==> src/hdl/best_rational_approximation_macros.svh <==
// assertion macros for the best rational approximation block
`ifndef BEST_RATIONAL_APPROXIMATION_MACROS_SVH
`define BEST_RATIONAL_APPROXIMATION_MACROS_SVH
`ifndef SYNTHESIS
`define BRA_ASSERT(lbl, prop, msg) \
    lbl: assert property (@(posedge clk) disable iff (!rst_n) prop) else $error(msg);
`define BRA_NEVER(lbl, cond, msg) \
    lbl: assert property (@(posedge clk) disable iff (!rst_n) !(cond)) else $error(msg);
`else
`define BRA_ASSERT(lbl, prop, msg)
`define BRA_NEVER(lbl, cond, msg)
`endif
`endif

==> src/hdl/bra_pkg.sv <==
// shared constants for the best rational approximation block
package bra_pkg;
    localparam int NUM_W = 48;
    localparam int DEN_W = 31;
    localparam int A_W = 31;
    localparam logic [DEN_W-1:0] DEN_RESET = 31'd1000;
    localparam logic [A_W-1:0] QUOT_LIMIT = 31'h7FFFFFFF;
    localparam logic [NUM_W-1:0] NUM_MAX = {NUM_W{1'b1}};
endpackage

==> src/hdl/best_rational_approximation.sv <==
// Best rational approximation: continued fraction with bit-serial divide and multiply-add.
// One item at a time: in_ready is high only while no item is in work or output.
// Results come out as two transfers, the convergent and then the semiconvergent.
// Reset clears control and sets the denominator limit to 1000.
`include "best_rational_approximation_macros.svh"
module best_rational_approximation #(
    parameter int FRAC_BITS = 32,
    parameter int INT_BITS = 16
) (
    input  logic                        clk,
    input  logic                        rst_n,
    input  logic                        max_denominator_wr,
    input  logic [bra_pkg::DEN_W-1:0]   max_denominator,
    input  logic                        in_valid,
    output logic                        in_ready,
    input  logic [bra_pkg::NUM_W-1:0]   value,
    output logic                        out_valid,
    input  logic                        out_ready,
    output logic [bra_pkg::NUM_W-1:0]   numerator,
    output logic [bra_pkg::DEN_W-1:0]   denominator,
    output logic                        last
);
    localparam int W = INT_BITS + FRAC_BITS;
    localparam int QW = FRAC_BITS + 1;
    localparam int AW = bra_pkg::A_W;
    localparam int KW = bra_pkg::DEN_W;
    localparam int NW = bra_pkg::NUM_W;
    localparam int DW = (W > AW) ? W : AW;
    localparam int VW = (QW > AW) ? QW : AW;
    localparam int CW = $clog2(DW + 1);
    localparam int VALW = (W > NW) ? W : NW;
    localparam int HW = ((INT_BITS + 32 > NW) ? INT_BITS + 32 : NW) + 1;

    typedef enum logic [2:0] {
        S_IDLE, S_DIV, S_MUL, S_FIN, S_FDIV, S_FMUL, S_OUT0, S_OUT1
    } state_t;

    state_t          state_reg;
    logic [KW-1:0]   cfg_reg;
    logic [KW-1:0]   lim_reg;
    logic [QW-1:0]   q_reg;
    logic [QW-1:0]   r_reg;
    logic [AW-1:0]   a_reg;
    logic [HW-1:0]   h0_reg;
    logic [HW-1:0]   h1_reg;
    logic [KW-1:0]   k0_reg;
    logic [KW-1:0]   k1_reg;
    logic            div_start_reg;
    logic [DW-1:0]   div_dvd_reg;
    logic [VW-1:0]   div_dvs_reg;
    logic [CW-1:0]   div_cnt_reg;
    logic            mul_start_reg;
    logic            out_valid_reg;
    logic [NW-1:0]   num_reg;
    logic [KW-1:0]   den_reg;
    logic            last_reg;
    logic [NW-1:0]   semi_num_reg;
    logic [KW-1:0]   semi_den_reg;

    logic            div_done;
    logic [DW-1:0]   div_quot;
    logic [VW-1:0]   div_rem;
    logic            mul_done;
    logic [HW-1:0]   mul_h;
    logic            mul_hs;
    logic [KW-1:0]   mul_k;
    logic            mul_ks;
    logic [VALW-1:0] value_ext;
    logic [QW-1:0]   q_init;
    logic            quot_huge;
    logic [NW-1:0]   conv_num;
    logic [NW-1:0]   semi_num;

    // serial divider shared by the expansion and the final quotient
    bra_div #(.DW(DW), .VW(VW), .CW(CW)) u_div (
        .clk       (clk),
        .rst_n     (rst_n),
        .start     (div_start_reg),
        .dividend  (div_dvd_reg),
        .divisor   (div_dvs_reg),
        .steps     (div_cnt_reg),
        .done      (div_done),
        .quotient  (div_quot),
        .remainder (div_rem)
    );

    // serial multiply-add for both matrix rows
    bra_muladd #(.HW(HW)) u_muladd (
        .clk   (clk),
        .rst_n (rst_n),
        .start (mul_start_reg),
        .a     (a_reg),
        .mh    (h0_reg),
        .ah    (h1_reg),
        .mk    (k0_reg),
        .ak    (k1_reg),
        .done  (mul_done),
        .h_res (mul_h),
        .h_sat (mul_hs),
        .k_res (mul_k),
        .k_sat (mul_ks)
    );

    // operand shaping, stop test and numerator saturation
    always_comb
    begin
        value_ext = VALW'(value);
        q_init    = {1'b1, {FRAC_BITS{1'b0}}};
        quot_huge = (div_quot > DW'(bra_pkg::QUOT_LIMIT))
                 || ((div_quot == DW'(bra_pkg::QUOT_LIMIT)) && (div_rem != '0));
        conv_num  = (|h0_reg[HW-1:NW]) ? bra_pkg::NUM_MAX : h0_reg[NW-1:0];
        semi_num  = (mul_hs || (|mul_h[HW-1:NW])) ? bra_pkg::NUM_MAX : mul_h[NW-1:0];
    end

    // sequencer with registered result port
    always_ff @(posedge clk or negedge rst_n)
    begin
        if (!rst_n)
        begin
            state_reg     <= S_IDLE;
            cfg_reg       <= bra_pkg::DEN_RESET;
            lim_reg       <= bra_pkg::DEN_RESET;
            q_reg         <= '0;
            r_reg         <= '0;
            a_reg         <= '0;
            h0_reg        <= '0;
            h1_reg        <= '0;
            k0_reg        <= '0;
            k1_reg        <= '0;
            div_start_reg <= 1'b0;
            div_dvd_reg   <= '0;
            div_dvs_reg   <= '0;
            div_cnt_reg   <= '0;
            mul_start_reg <= 1'b0;
            out_valid_reg <= 1'b0;
            num_reg       <= '0;
            den_reg       <= '0;
            last_reg      <= 1'b0;
            semi_num_reg  <= '0;
            semi_den_reg  <= '0;
        end
        else
        begin
            div_start_reg <= 1'b0;
            mul_start_reg <= 1'b0;
            if (max_denominator_wr)
            begin
                cfg_reg <= max_denominator;
            end
            case (state_reg)
                S_IDLE:
                begin
                    if (in_valid)
                    begin
                        lim_reg       <= (cfg_reg == '0) ? KW'(1) : cfg_reg;
                        q_reg         <= q_init;
                        h0_reg        <= HW'(1);
                        h1_reg        <= '0;
                        k0_reg        <= '0;
                        k1_reg        <= KW'(1);
                        div_dvd_reg   <= DW'(value_ext[W-1:0]) << (DW - W);
                        div_dvs_reg   <= VW'(q_init);
                        div_cnt_reg   <= CW'(W);
                        div_start_reg <= 1'b1;
                        state_reg     <= S_DIV;
                    end
                end
                S_DIV:
                begin
                    if (div_done)
                    begin
                        if (quot_huge)
                        begin
                            state_reg <= S_FIN;
                        end
                        else
                        begin
                            a_reg         <= div_quot[AW-1:0];
                            r_reg         <= div_rem[QW-1:0];
                            mul_start_reg <= 1'b1;
                            state_reg     <= S_MUL;
                        end
                    end
                end
                S_MUL:
                begin
                    if (mul_done)
                    begin
                        if (mul_ks || (mul_k > lim_reg))
                        begin
                            state_reg <= S_FIN;
                        end
                        else
                        begin
                            h1_reg <= h0_reg;
                            h0_reg <= mul_h;
                            k1_reg <= k0_reg;
                            k0_reg <= mul_k;
                            if (r_reg == '0)
                            begin
                                state_reg <= S_FIN;
                            end
                            else
                            begin
                                q_reg         <= r_reg;
                                div_dvd_reg   <= DW'(q_reg) << (DW - QW);
                                div_dvs_reg   <= VW'(r_reg);
                                div_cnt_reg   <= CW'(QW);
                                div_start_reg <= 1'b1;
                                state_reg     <= S_DIV;
                            end
                        end
                    end
                end
                S_FIN:
                begin
                    div_dvd_reg   <= DW'(lim_reg - k1_reg) << (DW - AW);
                    div_dvs_reg   <= VW'(k0_reg);
                    div_cnt_reg   <= CW'(AW);
                    div_start_reg <= 1'b1;
                    state_reg     <= S_FDIV;
                end
                S_FDIV:
                begin
                    if (div_done)
                    begin
                        a_reg         <= div_quot[AW-1:0];
                        mul_start_reg <= 1'b1;
                        state_reg     <= S_FMUL;
                    end
                end
                S_FMUL:
                begin
                    if (mul_done)
                    begin
                        num_reg       <= conv_num;
                        den_reg       <= k0_reg;
                        last_reg      <= 1'b0;
                        semi_num_reg  <= semi_num;
                        semi_den_reg  <= mul_k;
                        out_valid_reg <= 1'b1;
                        state_reg     <= S_OUT0;
                    end
                end
                S_OUT0:
                begin
                    if (out_ready)
                    begin
                        num_reg   <= semi_num_reg;
                        den_reg   <= semi_den_reg;
                        last_reg  <= 1'b1;
                        state_reg <= S_OUT1;
                    end
                end
                S_OUT1:
                begin
                    if (out_ready)
                    begin
                        out_valid_reg <= 1'b0;
                        state_reg     <= S_IDLE;
                    end
                end
                default:
                begin
                    state_reg <= S_IDLE;
                end
            endcase
        end
    end

    assign in_ready    = (state_reg == S_IDLE);
    assign out_valid   = out_valid_reg;
    assign numerator   = num_reg;
    assign denominator = den_reg;
    assign last        = last_reg;

    // checks on the sequencer
    `BRA_ASSERT(a_den_range, out_valid |-> (denominator != '0) && (denominator <= lim_reg), "denominator out of range")
    `BRA_ASSERT(a_ready_idle, in_ready |-> !out_valid, "input taken while a result waits")
    `BRA_ASSERT(a_last_ends, (out_valid && out_ready && last) |=> !out_valid, "result after the last transfer")
    `BRA_ASSERT(a_fin_order, (state_reg == S_FIN) |-> (k0_reg != '0) && (k1_reg <= lim_reg), "bad convergent at finish")
    `BRA_NEVER(a_no_overlap, div_start_reg && mul_start_reg, "divider and multiplier started together")
endmodule

==> src/hdl/bra_div.sv <==
// bit-serial restoring divider, one quotient bit per cycle
module bra_div #(
    parameter int DW = 48,
    parameter int VW = 33,
    parameter int CW = 6
) (
    input  logic          clk,
    input  logic          rst_n,
    input  logic          start,
    input  logic [DW-1:0] dividend,
    input  logic [VW-1:0] divisor,
    input  logic [CW-1:0] steps,
    output logic          done,
    output logic [DW-1:0] quotient,
    output logic [VW-1:0] remainder
);
    logic          busy_reg;
    logic          done_reg;
    logic [CW-1:0] cnt_reg;
    logic [DW-1:0] dq_reg;
    logic [VW-1:0] rem_reg;
    logic [VW-1:0] dvs_reg;
    logic [VW:0]   trial;
    logic          fits;

    // trial subtraction of the divisor from the shifted remainder
    always_comb
    begin
        trial = {rem_reg, dq_reg[DW-1]};
        fits  = (trial >= {1'b0, dvs_reg});
    end

    // step control
    always_ff @(posedge clk or negedge rst_n)
    begin
        if (!rst_n)
        begin
            busy_reg <= 1'b0;
            done_reg <= 1'b0;
            cnt_reg  <= '0;
        end
        else
        begin
            done_reg <= 1'b0;
            if (start)
            begin
                busy_reg <= 1'b1;
                cnt_reg  <= steps;
            end
            else if (busy_reg)
            begin
                cnt_reg <= cnt_reg - 1'b1;
                if (cnt_reg == CW'(1))
                begin
                    busy_reg <= 1'b0;
                    done_reg <= 1'b1;
                end
            end
        end
    end

    // dividend shifts out at the top, quotient bits shift in at the bottom
    always_ff @(posedge clk)
    begin
        if (start)
        begin
            dq_reg  <= dividend;
            rem_reg <= '0;
            dvs_reg <= divisor;
        end
        else if (busy_reg)
        begin
            dq_reg  <= {dq_reg[DW-2:0], fits};
            rem_reg <= fits ? VW'(trial - {1'b0, dvs_reg}) : trial[VW-1:0];
        end
    end

    assign done      = done_reg;
    assign quotient  = dq_reg;
    assign remainder = rem_reg;
endmodule

==> src/hdl/bra_muladd.sv <==
// bit-serial dual multiply-add with saturation, multiplier bits msb first
module bra_muladd #(
    parameter int HW = 49
) (
    input  logic                     clk,
    input  logic                     rst_n,
    input  logic                     start,
    input  logic [bra_pkg::A_W-1:0]  a,
    input  logic [HW-1:0]            mh,
    input  logic [HW-1:0]            ah,
    input  logic [bra_pkg::DEN_W-1:0] mk,
    input  logic [bra_pkg::DEN_W-1:0] ak,
    output logic                     done,
    output logic [HW-1:0]            h_res,
    output logic                     h_sat,
    output logic [bra_pkg::DEN_W-1:0] k_res,
    output logic                     k_sat
);
    localparam int CW = $clog2(bra_pkg::A_W + 1);
    localparam int KW = bra_pkg::DEN_W;

    logic                    busy_reg;
    logic                    done_reg;
    logic [CW-1:0]           cnt_reg;
    logic [bra_pkg::A_W-1:0] a_reg;
    logic [HW-1:0]           h_reg;
    logic                    hs_reg;
    logic [KW-1:0]           k_reg;
    logic                    ks_reg;
    logic                    bit_now;
    logic                    last_step;
    logic [HW+1:0]           h_sum;
    logic [KW+1:0]           k_sum;

    // one shift-add step on both lanes, addend folded into the last step
    always_comb
    begin
        bit_now   = a_reg[bra_pkg::A_W-1];
        last_step = (cnt_reg == CW'(1));
        h_sum = {1'b0, h_reg, 1'b0} + (bit_now ? (HW+2)'(mh) : '0)
              + (last_step ? (HW+2)'(ah) : '0);
        k_sum = {1'b0, k_reg, 1'b0} + (bit_now ? (KW+2)'(mk) : '0)
              + (last_step ? (KW+2)'(ak) : '0);
    end

    // step control
    always_ff @(posedge clk or negedge rst_n)
    begin
        if (!rst_n)
        begin
            busy_reg <= 1'b0;
            done_reg <= 1'b0;
            cnt_reg  <= '0;
        end
        else
        begin
            done_reg <= 1'b0;
            if (start)
            begin
                busy_reg <= 1'b1;
                cnt_reg  <= CW'(bra_pkg::A_W);
            end
            else if (busy_reg)
            begin
                cnt_reg <= cnt_reg - 1'b1;
                if (last_step)
                begin
                    busy_reg <= 1'b0;
                    done_reg <= 1'b1;
                end
            end
        end
    end

    // accumulators with sticky saturation
    always_ff @(posedge clk)
    begin
        if (start)
        begin
            a_reg  <= a;
            h_reg  <= '0;
            hs_reg <= 1'b0;
            k_reg  <= '0;
            ks_reg <= 1'b0;
        end
        else if (busy_reg)
        begin
            a_reg  <= {a_reg[bra_pkg::A_W-2:0], 1'b0};
            h_reg  <= h_sum[HW-1:0];
            hs_reg <= hs_reg || (h_sum[HW+1:HW] != 2'b00);
            k_reg  <= k_sum[KW-1:0];
            ks_reg <= ks_reg || (k_sum[KW+1:KW] != 2'b00);
        end
    end

    assign done  = done_reg;
    assign h_res = h_reg;
    assign h_sat = hs_reg;
    assign k_res = k_reg;
    assign k_sat = ks_reg;
endmodule
==> config.mk <==
export PLATFORM = sky130hd
export DESIGN_NAME = best_rational_approximation
export DESIGN_NICKNAME = d
export VERILOG_FILES = /design/src/hdl/bra_pkg.sv /design/src/hdl/best_rational_approximation.sv /design/src/hdl/bra_div.sv /design/src/hdl/bra_muladd.sv
export VERILOG_INCLUDE_DIRS = /design/src /design/src/hdl
export SDC_FILE = /design/constraint.sdc
export NUM_CORES = 2
export LEC_CHECK = 0
export ABC_CLOCK_PERIOD_IN_PS = 11900
export BUFFER_PORTS_ARGS = -buffer_cell sky130_fd_sc_hd__buf_2
export CAP_MARGIN = 20
export CORE_ASPECT_RATIO = 1.4
export CORE_MARGIN = 1
export CORE_UTILIZATION = 50
export CTS_BUF_LIST = sky130_fd_sc_hd__clkbuf_4 sky130_fd_sc_hd__clkbuf_8 sky130_fd_sc_hd__clkbuf_16
export CTS_CLUSTER_SIZE = 24
export DETAILED_ROUTE_END_ITERATION = 10
export HOLD_SLACK_MARGIN = 0.03
export PLACE_DENSITY = 0.76
export SKIP_LAST_GASP = 1
export SYNTH_ARGS = -nofsm -noshare
export SYNTH_HDL_FRONTEND = slang
export SYNTH_SLANG_ARGS = --single-unit
==> constraint.sdc <==
create_clock -name clk -period 11.9 [get_ports clk]
set_input_delay 1.19 -clock clk [delete_from_list [all_inputs] [get_ports clk]]
set_output_delay 1.19 -clock clk [all_outputs]
set_load 0.005 [all_outputs]
## Yosys cells after proc, flatten, opt, wreduce, memory -nomap -nowiden

Cells that the tools add are included.

- Bits in registers: 813
- Input bits: 84
- Output and inout bits: 82
- Logic and storage cells: 192

- Add/sub/neg operators: 8
- Magnitude comparators: 3
- Equality and inequality tests: 20
- Muxes and demuxes: 96
- Bitwise gates (word level): 1
- Reductions and logical operators: 29

Operators with widths:

| kind | number |
|---|---|
| 2-to-1 mux 31 bit | 16 |
| 2-to-1 mux 48 bit | 10 |
| 2-to-1 mux 49 bit | 8 |
| case mux 31 bit (2 select lines) | 4 |
| case mux 49 bit (2 select lines) | 2 |
| 2-to-1 mux 33 bit | 5 |
| case mux 48 bit (3 select lines) | 1 |
| case mux 33 bit (3 select lines) | 1 |
| case mux 48 bit (2 select lines) | 1 |
| case mux 33 bit (2 select lines) | 1 |
| adder 50 x 51 -> 51 bit | 1 |
| adder 51 bit | 1 |
| == test 48 x 31 -> 1 bit (second input constant) | 1 |
| greater-than comparator 48 x 31 -> 1 bit (second input constant) | 1 |
| 2-to-1 mux 6 bit | 6 |
| greater-or-equal comparator 34 x 33 -> 1 bit | 1 |
| adder 32 x 33 -> 33 bit | 1 |
| adder 33 bit | 1 |
| logical NOT 33 bit | 1 |
| nonzero test 33 bit | 1 |
| subtractor 33 bit | 1 |
| greater-than comparator 31 bit | 1 |
| logical NOT 31 bit | 1 |
| subtractor 31 bit | 1 |
| other kinds (28) | 89 |

## Logic depth before layout (Yosys ltp)

- Depth after elaboration: 6
- Gate-level depth with buffers: 20
- Depth with buffers taken out: 19

## Modules after synthesis

Synthesis repeated with hierarchy kept, for this count alone.

- Cell total of the unflattened synthesis: 4819
- Area, all modules: 44754.2 sq um

Modules (own cells, without submodules):

| module | times used | cells each | area an instance (sq um) | seq. area each (sq um) |
|---|---|---|---|---|
| best_rational_approximation | 1 | 2792 | 26218.9 | 14253.7 |
| bra_muladd | 1 | 1339 | 11419.7 | 2747.6 |
| bra_div | 1 | 688 | 7115.6 | 3293.2 |

## Worst setup path after synthesis

Ideal clock, no wire load.

- Path type: register to register
- From: register u_muladd.cnt_reg[1]
- To: register u_muladd.ks_reg, in the netlist u_muladd.k_sat
- Library setup time: 130 ps
- Arrival: 4588 ps
- Required time: 11770 ps
- Slack: 7183 ps
- Stages on the path, launching flop included: 21
- Buffers on the path: 1
- Clock period less this slack: 4717 ps
- Path through: dfrtp_1 > inv_1 > ha_1 > nor4b_1 > clkbuf_1 > nand2_1 > fa_1 > inv_1 > ha_1 > inv_1 > fa_1 > nor2b_1 > o31a_1 > o32a_2 > a31oi_4 > a221o_1 > a41oi_2 > a31oi_2 > o31ai_1 > o2111ai_1 > nor4b_2

- Longest elaborated chain between the ends: 5

RTL lines:

| element | line | source |
|---|---|---|
| start: declaration | bra_muladd.sv:24 | `logic [CW-1:0] cnt_reg;` |
| start signal: assignment | bra_muladd.sv:61 | `cnt_reg <= CW'(bra_pkg::A_W);` |
| start signal: assignment | bra_muladd.sv:65 | `cnt_reg <= cnt_reg - 1'b1;` |
| == test 5 x 1 -> 1 bit | bra_muladd.sv:39 | `last_step = (cnt_reg == CW'(1));` |
| 2-to-1 mux 31 bit | bra_muladd.sv:43 | `+ (last_step ? (KW+2)'(ak) : '0);` |
| adder 33 bit | bra_muladd.sv:43 |  |
| nonzero test 2 bit | bra_muladd.sv:92 | `ks_reg <= ks_reg \|\| (k_sum[KW+1:KW] != 2'b00);` |
| logical OR 1 bit | bra_muladd.sv:92 |  |
| end signal: assignment | bra_muladd.sv:92 |  |
| end: declaration | bra_muladd.sv:29 | `logic ks_reg;` |

No other way between the ends.
A chain may end at the register's enable or synchronous reset.

## Worst setup path after layout

Same ends and word-level chain as after synthesis.

==> impl_metrics.csv <==
group,metric,value,unit
clock_tree,cts_buffer_depth,3,
floorplanning,initial_core_util,50.62,%
clock_tree,cts_sinks,811,
power,cellPowerDensity,127.9,mW/mm2
timing,period_share,43.08,%
detailed_routing,drc,0,
logic_synthesis,synth-edff-count,112,
place,hpwlAfterDp,89.24,mm
timing,finClkSkew,0.05804,ns
timing,rsz0062_at_grt,"no",
run,drv_cap,0,
place,port_buffers,165,
timing,timing.fmax,195.1,MHz
logic_synthesis,yosysMostFrequentCell,"nand2_1",
worst_setup_path,critPathLaunch,"u_muladd.cnt_reg[1]",
timing,setup_viol,0,
clock_tree,htree_levels,3,
grt,top_usage_layer,"met2",
floorplanning,placementRows,128,
timing,fin_setup_tns,0,ns
clock_tree,cts_setup_buffers,0,
timing,fin_crit,5.126,ns
logic_synthesis,syn-cell-area,0.04410,mm2
logic_synthesis,synth_top_area_share,32.46,%
logic_synthesis,synth_cells,4745,
timing,slew_viol_final,0,
logic_synthesis,synthTopCellsByCount,"nand2_1 (953), dfrtp_1 (572), o21ai_0 (514)",
worst_setup_path,crit_path_frequent_cell,"inv_1",
detailed_routing,drt-initial-drc-count,2806,
clock_tree,clock-root-buffer,"clkbuf_16",
logic_synthesis,synth-seq-cells,811,
place,gp_congestion,0.9873,
grt,antenna_found_initial,0,
timing,hold_ws,0.4131,ns
floorplanning,ioPinCount,166,
clock_tree,cts_resized,0,
power,power.leakage,22.82,nW
clock_tree,cts_tree,"built",
timing,relSlewSlack,18.57,%
worst_setup_path,cp_slowest_cell,"buf_4",
clock_tree,cts_hold_buffers,0,
timing,worst_pin_slew,1.221,ns
worst_setup_path,worstReg2RegStart,"u_muladd.cnt_reg[1]",
worst_setup_path,critPathKind,"register to register",
worst_setup_path,cp-start-kind,"register",
worst_setup_path,crit_end,"u_muladd.k_sat",
place,dp_slack,6.867,ns
clock_tree,cts_made_buffers,82,
detailed_routing,first_pass_iters,8,
logic_synthesis,ys_seq_area_share,46.02,%
power,finalPower,6.234,mW
detailed_routing,ant_nets,0,
timing,finalHoldViolations,0,
status,outcome,"completed",
worst_setup_path,r2r-end,"u_muladd.k_sat",
grt,met3_usage,4.017,%
worst_setup_path,reg2reg_setup_slack,6.77,ns
worst_setup_path,cp_cell_sequence,"inv_1 -> ha_1 -> nor4b_2 -> buf_4 -> nand2_1 -> fa_1 -> inv_1 -> ha_1 -> inv_1 -> fa_1 -> nor2b_1 -> o31a_1 -> o32a_2 -> a31oi_4 -> a221o_1 -> a41oi_2 -> a31oi_2 -> o31ai_1 -> o2111ai_1 -> nor4b_2",
logic_synthesis,syn_nets,5091,
worst_hold_path,hold_path_startpoint,"div_dvs_reg[8]",
detailed_routing,wirelength,126.2,mm
logic_synthesis,synth_largest_area_cell,"dfrtp_1",
grt,grt_first_pass_wirelength,197.3,mm
logic_synthesis,async_flop_share,72.01,%
detailed_routing,vias,34712,
grt,use_met2,49.36,%
grt,use_met1,31.98,%
floorplanning,core_area,0.08712,mm2
floorplanning,dieArea,0.08941,mm2
clock_tree,clk_pin_slew,0.07,ns
logic_synthesis,synthFlopType,"dfrtp_1",
worst_setup_path,reg2reg_depth,20,
worst_setup_path,crit_fanout,37,
floorplanning,die_h,353.4,um
grt,grtUsageTotal,28.56,%
detailed_routing,routedWlPerCell,20.99,um
grt,grt_remaining_overflow,0,
worst_setup_path,cpPeakStageDelay,0.46,ns
power,ir_worst_vdd,0.1154,mV
cells_and_area,areaGrowthSynthToFinish,10.53,%
worst_hold_path,hp-class,"register to register",
detailed_routing,viasPerCell,5.771,
cells_and_area,drive_gt1_share,12.86,%
clock_tree,clock_latency,0.68,ns
logic_synthesis,synth.area.top_cells,"dfrtp_1 (32%), nand2_1 (8.1%), edfxtp_1 (7.6%)",
logic_synthesis,syn_area_per_cell,9.294,um2
place,place_inst,5857,
worst_setup_path,worstPathArrival,5.63,ns
grt,grt_max_degree,221,
worst_setup_path,cp-end-kind,"register",
cells_and_area,nets,5120,
logic_synthesis,ys_warn_count,0,
logic_synthesis,synth.distinct_cells,90,
cells_and_area,fin_cells,6015,
grt,first_global_vias,35147,
worst_setup_path,required,12.41,ns
floorplanning,die_x,253,um
timing,fin_ws,6.774,ns
worst max-delay path: cells and delay by family, from the launching register on:
| kind | cells | cell delay, ns |
|---|---|---|
| AOI/OAI and AO/OA | 8 | 1.85 |
| adders and majority gates | 4 | 1.22 |
| buffers and inverters | 4 | 0.69 |
| DFF | 1 | 0.40 |
| and+or+nand+nor | 4 | 0.79 |
cells in the final DEF, fill, tap and decap left out, drive strengths merged, types with 82 or more instances in the layout:
master / n
nor2: 214
o31ai: 91
dfxtp: 115
clkbuf: 115
mux2: 205
dfrtp: 572
o21ai: 519
nand2: 953
inv: 369
mux2i: 90
buf: 208
fa: 82
a21oi: 180
a21o: 82
ha: 180
edfxtp: 112
how the worst min path moves through the flow:
stage                                   to  cells past startpoint
after CTS                 u_div.dvs_reg[8]                      0
after global routing      u_div.dvs_reg[8]                      0
after global placement    u_div.dvs_reg[5]                      0
after detailed placement  u_div.dvs_reg[9]                      0
final                     u_div.dvs_reg[8]                      0
after floorplan           u_div.dvs_reg[0]                      0
logic make-up after synthesis:
| group | after synthesis | share of synthesized area [%] |
|---|---|---|
| flops | 811 | 46.02 |
| fa+ha+maj | 262 | 8.829 |
| xor+xnor | 121 | 2.403 |
| buf+inv | 632 | 5.544 |
| compound gates | 1101 | 15.10 |
| simple gates | 1523 | 14.82 |
| mux | 295 | 7.277 |
stage by stage:
step / util (%) / instance area (um2)
floorplan: - / 44100
global placement: 52.54 / 45770
detailed placement: 52.54 / 45770
CTS: 55.88 / 48680
global route: 55.95 / 48740
finish: 55.95 / 48750
layer usage:
metal	up-vias	part of all wire (%)	routed length, um
li1	16300	-	-
met5	-	0	0
met1	16968	37	46360
met2	1065	50	63060
met3	379	5.0	6341
met4	0	8.3	10480
report_power, final:
part / leakage (nW) / internal, mW / switching [mW]
Combinational: 11.7 / 0.197 / 0.276
Sequential: 9.72 / 2.88 / 0.104
Clock: 1.42 / 1.61 / 1.17
Total: 22.8 / 4.69 / 1.55
layout make-up:
class,instances,area (um2)
Timing Repair Buffer,208,1236
Sequential cell,811,20300
Fill cell,7633,38380
Inverter,369,1385
Multi-Input combinational cell,3302,21450
Clock inverter,39,523.0
Clock buffer,115,2386
Tap cell,1170,1464
Antenna cell,1,2.502
Note: power is estimated with default switching activity, not from simulation.
